`config.mk`:
```
export PLATFORM = sky130hd
export DESIGN_NAME = filtered_djb2_record_hash
export DESIGN_NICKNAME = d
export VERILOG_FILES = /design/src/fdh_pkg.sv /design/src/filtered_djb2_record_hash.sv /design/src/fdh_hash_step.sv
export SDC_FILE = /design/constraint.sdc
export NUM_CORES = 1
export LEC_CHECK = 0
export BUFFER_PORTS_ARGS = -buffer_cell sky130_fd_sc_hd__buf_2
export CAP_MARGIN = 20
export CORE_UTILIZATION = 56
export DETAILED_ROUTE_END_ITERATION = 10
export PLACE_DENSITY_LB_ADDON = 0.05
export SYNTH_ARGS = -nofsm -noshare
export SYNTH_HDL_FRONTEND = slang
export SYNTH_SLANG_ARGS = --single-unit
```
`constraint.sdc`:
```
create_clock -name clk -period 5.6 [get_ports clk]
set_input_delay 0.28 -clock clk [delete_from_list [all_inputs] [get_ports clk]]
set_output_delay 0.28 -clock clk [all_outputs]
set_load 0.02 [all_outputs]
```
`src/fdh_pkg.sv`:
```
`timescale 1ns / 1ps
// ============================================================================
// fdh_pkg
// Types, character codes and the times-33 mixing function of the filtered
// record hash.
// ============================================================================
package fdh_pkg;

    localparam logic [31:0] HASH_SEED  = 32'd5381;
    localparam logic [7:0]  CHAR_ZERO  = 8'h30;
    localparam logic [7:0]  CHAR_COLON = 8'h3A;
    localparam logic [7:0]  CHAR_EQUAL = 8'h3D;
    localparam logic [7:0]  CHAR_SPACE = 8'h20;
    localparam logic [7:0]  CHAR_TAB   = 8'h09;
    localparam logic [7:0]  CHAR_CR    = 8'h0D;
    localparam logic [7:0]  CASE_BIT   = 8'h20;

    typedef struct packed {
        logic [7:0] data_byte;
        logic       byte_present;
        logic       field_end;
        logic       record_end;
    } fdh_item_t;

    typedef struct packed {
        logic [31:0] hash;
        logic        zero_pending;
    } fdh_state_t;

    function automatic logic [31:0] mix33(input logic [31:0] h, input logic [7:0] c);
        mix33 = {h[26:0], 5'b0} + h + {24'b0, c};
    endfunction

endpackage

```
`src/filtered_djb2_record_hash.sv`:
```
`timescale 1ns / 1ps
// ============================================================================
// filtered_djb2_record_hash
// Times-33 record hash over filtered bytes, one byte per clock unless stalled.
// ============================================================================
// Items enter on the in channel (in_valid/in_ready) with data_byte,
// byte_present, field_end and record_end. An item is captured in an input
// register and, when it fires, updates the running hash through the
// step logic. An item with record_end loads the finished hash into the
// output register, which drives the out channel (out_valid/out_ready) with
// hash_value; the running hash then restarts at 5381.
// Throughput is one item per clock unless a record end waits for the output.
// When the receiver stalls, the output register holds its hash while items
// without record_end keep flowing; an item with record_end waits in the input
// register until the output register is free, and in_ready falls only then.
// Reset empties both registers, sets the running hash to 5381 and clears the
// held zero.
// ============================================================================
module filtered_djb2_record_hash
    import fdh_pkg::*;
(
    input  logic        clk,
    input  logic        rst_n,
    input  logic        in_valid,
    output logic        in_ready,
    input  logic [7:0]  data_byte,
    input  logic        byte_present,
    input  logic        field_end,
    input  logic        record_end,
    output logic        out_valid,
    input  logic        out_ready,
    output logic [31:0] hash_value
);

    fdh_item_t   item_reg;
    logic        item_valid_reg;
    fdh_state_t  state_reg;
    fdh_state_t  state_next;
    logic        out_valid_reg;
    logic [31:0] hash_value_reg;
    logic [31:0] record_hash;
    logic        out_free;
    logic        item_fire;

    assign out_free  = !out_valid_reg || out_ready;
    assign item_fire = item_valid_reg && (!item_reg.record_end || out_free);
    assign in_ready  = !item_valid_reg || item_fire;

    fdh_hash_step u_step
    (
        .item        (item_reg),
        .state       (state_reg),
        .state_next  (state_next),
        .record_hash (record_hash)
    );

    always_ff @(posedge clk or negedge rst_n)
    begin
        if (!rst_n)
        begin
            item_valid_reg         <= 1'b0;
            state_reg.hash         <= HASH_SEED;
            state_reg.zero_pending <= 1'b0;
            out_valid_reg          <= 1'b0;
        end
        else
        begin
            if (in_ready)
            begin
                item_valid_reg <= in_valid;
            end
            if (item_fire)
            begin
                state_reg <= state_next;
            end
            if (item_fire && item_reg.record_end)
            begin
                out_valid_reg <= 1'b1;
            end
            else if (out_ready)
            begin
                out_valid_reg <= 1'b0;
            end
        end
    end

    always_ff @(posedge clk)
    begin
        if (in_ready && in_valid)
        begin
            item_reg.data_byte    <= data_byte;
            item_reg.byte_present <= byte_present;
            item_reg.field_end    <= field_end;
            item_reg.record_end   <= record_end;
        end
        if (item_fire && item_reg.record_end)
        begin
            hash_value_reg <= record_hash;
        end
    end

    assign out_valid  = out_valid_reg;
    assign hash_value = hash_value_reg;

    // A finished record leaves the block with a fresh seed and no held zero.
    assert property (@(posedge clk) disable iff (!rst_n)
        item_fire && item_reg.record_end |=>
            out_valid && (state_reg.hash == HASH_SEED) && !state_reg.zero_pending)
        else $error("record end did not publish the hash and restart");

    // A zero is only held after a present zero byte was processed.
    assert property (@(posedge clk) disable iff (!rst_n)
        $rose(state_reg.zero_pending) |->
            $past(item_fire && item_reg.byte_present && (item_reg.data_byte == CHAR_ZERO)))
        else $error("zero held without a zero byte");

    // A stalled output never blocks items that do not end a record.
    assert property (@(posedge clk) disable iff (!rst_n)
        item_valid_reg && !item_reg.record_end |-> in_ready)
        else $error("input stalled by an item that needs no output");

    // The running hash only changes when an item is processed.
    assert property (@(posedge clk) disable iff (!rst_n)
        !item_fire |=> $stable(state_reg))
        else $error("hash state changed without an item");

endmodule

```
`src/fdh_hash_step.sv`:
```
`timescale 1ns / 1ps
// ============================================================================
// fdh_hash_step
// Next-state logic for one item: filtering of the byte, handling of a held
// zero, and at most two times-33 updates of the running hash.
// ============================================================================
module fdh_hash_step
    import fdh_pkg::*;
(
    input  fdh_item_t   item,
    input  fdh_state_t  state,
    output fdh_state_t  state_next,
    output logic [31:0] record_hash
);

    logic        is_blank;
    logic        colon_kill;
    logic        flush_first;
    logic        byte_hold;
    logic        byte_mix;
    logic        pend_after;
    logic        end_flush;
    logic        second_mix;
    logic [7:0]  second_char;
    logic [31:0] hash_a;
    logic [31:0] hash_b;

    assign is_blank    = item.data_byte inside {[CHAR_TAB:CHAR_CR], CHAR_SPACE};
    assign colon_kill  = item.byte_present && state.zero_pending
                         && (item.data_byte == CHAR_COLON);
    assign flush_first = item.byte_present && state.zero_pending && !colon_kill;
    assign byte_hold   = item.byte_present && !colon_kill
                         && (item.data_byte == CHAR_ZERO) && !item.field_end;
    assign byte_mix    = item.byte_present && !colon_kill && !byte_hold
                         && !is_blank && (item.data_byte != CHAR_EQUAL);
    assign pend_after  = item.byte_present ? byte_hold : state.zero_pending;
    assign end_flush   = (item.field_end || item.record_end) && pend_after;
    assign second_mix  = byte_mix || end_flush;
    assign second_char = byte_mix ? (item.data_byte | CASE_BIT) : CHAR_ZERO;

    assign hash_a = flush_first ? mix33(state.hash, CHAR_ZERO) : state.hash;
    assign hash_b = second_mix ? mix33(hash_a, second_char) : hash_a;

    assign record_hash = hash_b;

    always_comb
    begin
        if (item.record_end)
        begin
            state_next.hash         = HASH_SEED;
            state_next.zero_pending = 1'b0;
        end
        else
        begin
            state_next.hash         = hash_b;
            state_next.zero_pending = pend_after && !end_flush;
        end
    end

endmodule

```
==> results.cfg <==
[sta]
worst_slack_ps = -90.7
min_period_over_period_pct = 102
drv_slew = 0
timing.fmax_mhz = 176
grt_setup_unrepaired = true
finalSetupViolations = 1
clock-skew-final_ps = 9.80
slew_headroom_pct = 32.0
min_period_ps = 5690
finalHoldViolations = 0
tightest_slew_ps = 1020

[worst_setup_path]
critPathSlowestCell = dfstp_2
path_max_fanout = 5
required_ps = 5710
crit_type = reg -> reg
r2r_cells = 26
crit_buf_inv = 2
worstPathArrival_ps = 5800
crit_top_cell = xor2_1
end_kind = flop
max_stage_delay_ps = 550
path_depth = 26
setup.worst_path.start_class = flop
crit_family = compound AO/OA/AOI/OAI gates

[floorplan]
io-pin-count = 49
die_x_um = 112
core_mm2 = 0.0117
row_count = 39
dieArea_mm2 = 0.0126
die_h_um = 112
start_util_pct = 58.6

[placement]
dp_hpwl_mm = 14.0
place_inst = 980
portBuffers = 48
dpl_worst_slack_ps = -284
gp_congestion = 0.937
dpl-instance-area_mm2 = 0.00774

[route]
wl_met1_mm = 8.10
drc = 0
wl_met2_mm = 9.06
first_pass_iters = 5
routed_wl_mm = 18.4
wl_met3_um = 723
drt_iter0_drc = 329
vias = 6073
wl_per_cell_um = 18.3
viasPerCell = 6.04
ant_nets = 0
maxUsedRoutingLayer = met4

[power]
power.total_mw = 3.82
ir_drop_mv = 0.295
powerDensity_mw_per_mm2 = 465
leakagePower_nw = 4.10

[final_layout]
layout.cells.non_filler = 1005
mostFrequentLayoutCells = 100 x ha_1, 82 x buf_4, 72 x nand2_1
layout_commonest_cell = ha_1
nets = 979
layout-drive-gt1-share_pct = 22.6
final_util_pct = 70.5
antenna_cells = 0
design_area_mm2 = 0.00822
largest_reg_flops = 33
area_delta_synth_final_pct = 20.3
fillers = 910

[clock_tree]
cts_root_buf = clkbuf_16
cts.hold.buffers_added = 0
insertion_delay_ps = 360
htreeDepth = 3
clkSlewWorstSetupHoldPaths_ps = 70
numClockSinks = 78
cts_tree = built
clk_path_buf_depth = 2
numCtsBuffers = 9

[global_route]
grt.total_usage_pct = 31.0
grt_pass1_vias = 6094
grt_pass1_wl_mm = 30.3
overflow = 0
grt_start_max_net_pins = 36
antenna_found_initial = 0

[min_path]
hp-class = in -> async

[synthesis]
syn_inst = 737
synth-edff-count = 43
synthDistinctLibCells = 62
avgSynthCellArea_um2 = 9.27
ys_seq_area_share_pct = 31.8
syn-cell-area_mm2 = 0.00683
yosys_warnings = 0
synth_seq_cells = 78
ys.flop_type = edfxtp_1
synthArstFlopShare_pct = 44.9
synth_nets = 859

[status]
violations = negative setup slack
status = finished with violations

[run]
drv_cap = 0
==> path summary, 6_finish.rpt <==
check	startpoint	to	slack, ps
worst max register to register	state_reg[1]	hash_value[31]	-90
worst max-delay path	state_reg[1]	hash_value[31]	-90
worst min-delay path	rst_n	state_reg[25]	30
max in group asynchronous	rst_n	state_reg[10]	5020
min in group clk	data_byte[1]	item_reg[4]	90
worst min register to register	state_reg[30]	state_reg[30]	540
==> synthesized netlist by cell type (all sizes together) (3+ instances only) <==
library cell | count | share of area (%)
mux2 | 5 | 0.82
nand4 | 8 | 0.73
edfxtp | 43 | 19
o31ai | 7 | 0.77
a21oi | 58 | 4.3
a41oi | 5 | 0.64
a31o | 6 | 0.77
clkbuf | 21 | 1.2
o22a | 3 | 0.38
mux2i | 5 | 0.79
and3 | 9 | 0.82
a211oi | 7 | 0.77
a31oi | 9 | 0.92
a21o | 29 | 3.2
a2111oi | 3 | 0.48
a211o | 3 | 0.38
dfstp | 5 | 1.9
nand2b | 5 | 0.46
nand2 | 72 | 4.0
inv | 30 | 1.6
dfrtp | 30 | 11
o21bai | 8 | 0.88
a22o | 22 | 2.8
xor2 | 25 | 3.2
nand3 | 11 | 0.88
or3 | 5 | 0.46
ha | 103 | 19
o21ai | 55 | 4.1
and2 | 16 | 1.5
or2 | 5 | 0.46
nor3 | 9 | 0.66
fa | 4 | 1.2
nor2 | 48 | 2.6
nor2b | 6 | 0.55
xnor2 | 32 | 4.1
==> where the power goes <==
| part | total (mW) | leakage, nW | internal, mW | switching (mW) |
|---|---|---|---|---|
| Combinational | 2.39 | 3.10 | 1.07 | 1.32 |
| Clock | 0.576 | 0.136 | 0.310 | 0.266 |
| Sequential | 0.852 | 0.864 | 0.754 | 0.0985 |
| Total | 3.82 | 4.10 | 2.13 | 1.69 |
==> cells by family (layout without fill, tap and decap cells) <==
kind of cell,Yosys count,count (layout),share of synthesized area (%)
mux,10,10,1.61
simple gates,198,198,13.5
flops,78,78,31.8
buf+inv,52,177,2.86
compound gates,235,235,22.9
xor+xnor,57,57,7.31
fa+ha+maj,107,107,20.0
==> final cells by class <==
| class | count | area, µm² | share of cell area [%] |
|---|---|---|---|
| clock buffers | 9 | 225 | 2.74 |
| clock inverters | 7 | 63.8 | 0.776 |
| inverters | 30 | 113 | 1.37 |
| multi-input cells | 607 | 4600 | 55.9 |
| flip-flops and latches | 78 | 2170 | 26.4 |
| well taps | 143 | 179 | 2.18 |
| repair buffers | 131 | 867 | 10.6 |
==> repair_timing <==
| item | 4_1_cts | 5_1_grt |
|---|---|---|
| setup buffers | 8 | 1 |
| gates cloned | 0 | 0 |
| setup endpoints to repair | 4 | 18 |
| hold endpoints to repair | 0 | 0 |
| pin swaps | 28 | 7 |
| resized for setup | 14 | 15 |
==> worst register-to-register path, delay by kind of cell, from the launching register on <==
| kind | cells | cell delay (ps) |
|---|---|---|
| and+or+nand+nor | 3 | 650 |
| buffers and inverters | 2 | 90 |
| DFF | 1 | 550 |
| adders and majority gates | 4 | 1070 |
| AOI/OAI and AO/OA | 12 | 2290 |
| xor gates and xnor gates | 5 | 790 |
==> metrics by stage <==
| stage | hold slack (ps) | TNS, ps |
|---|---|---|
| 6_report | 30.9 | -90.7 |
| 5_1_grt | 84.3 | -969 |
| 4_1_cts | 66.1 | -39.2 |
| 3_5_place_dp | 438 | -492 |
| 3_3_place_gp | 436 | -164 |
| 2_1_floorplan | -15.6 | 0 |
==> per-layer routing <==
metal  GRT usage (%)  up-vias
met1            38.4     2897
met3            4.32       40
met4            12.6        0
met5               0        -
li1                -     2985
met2            54.4      151
(Power assumes the default switching activity.)
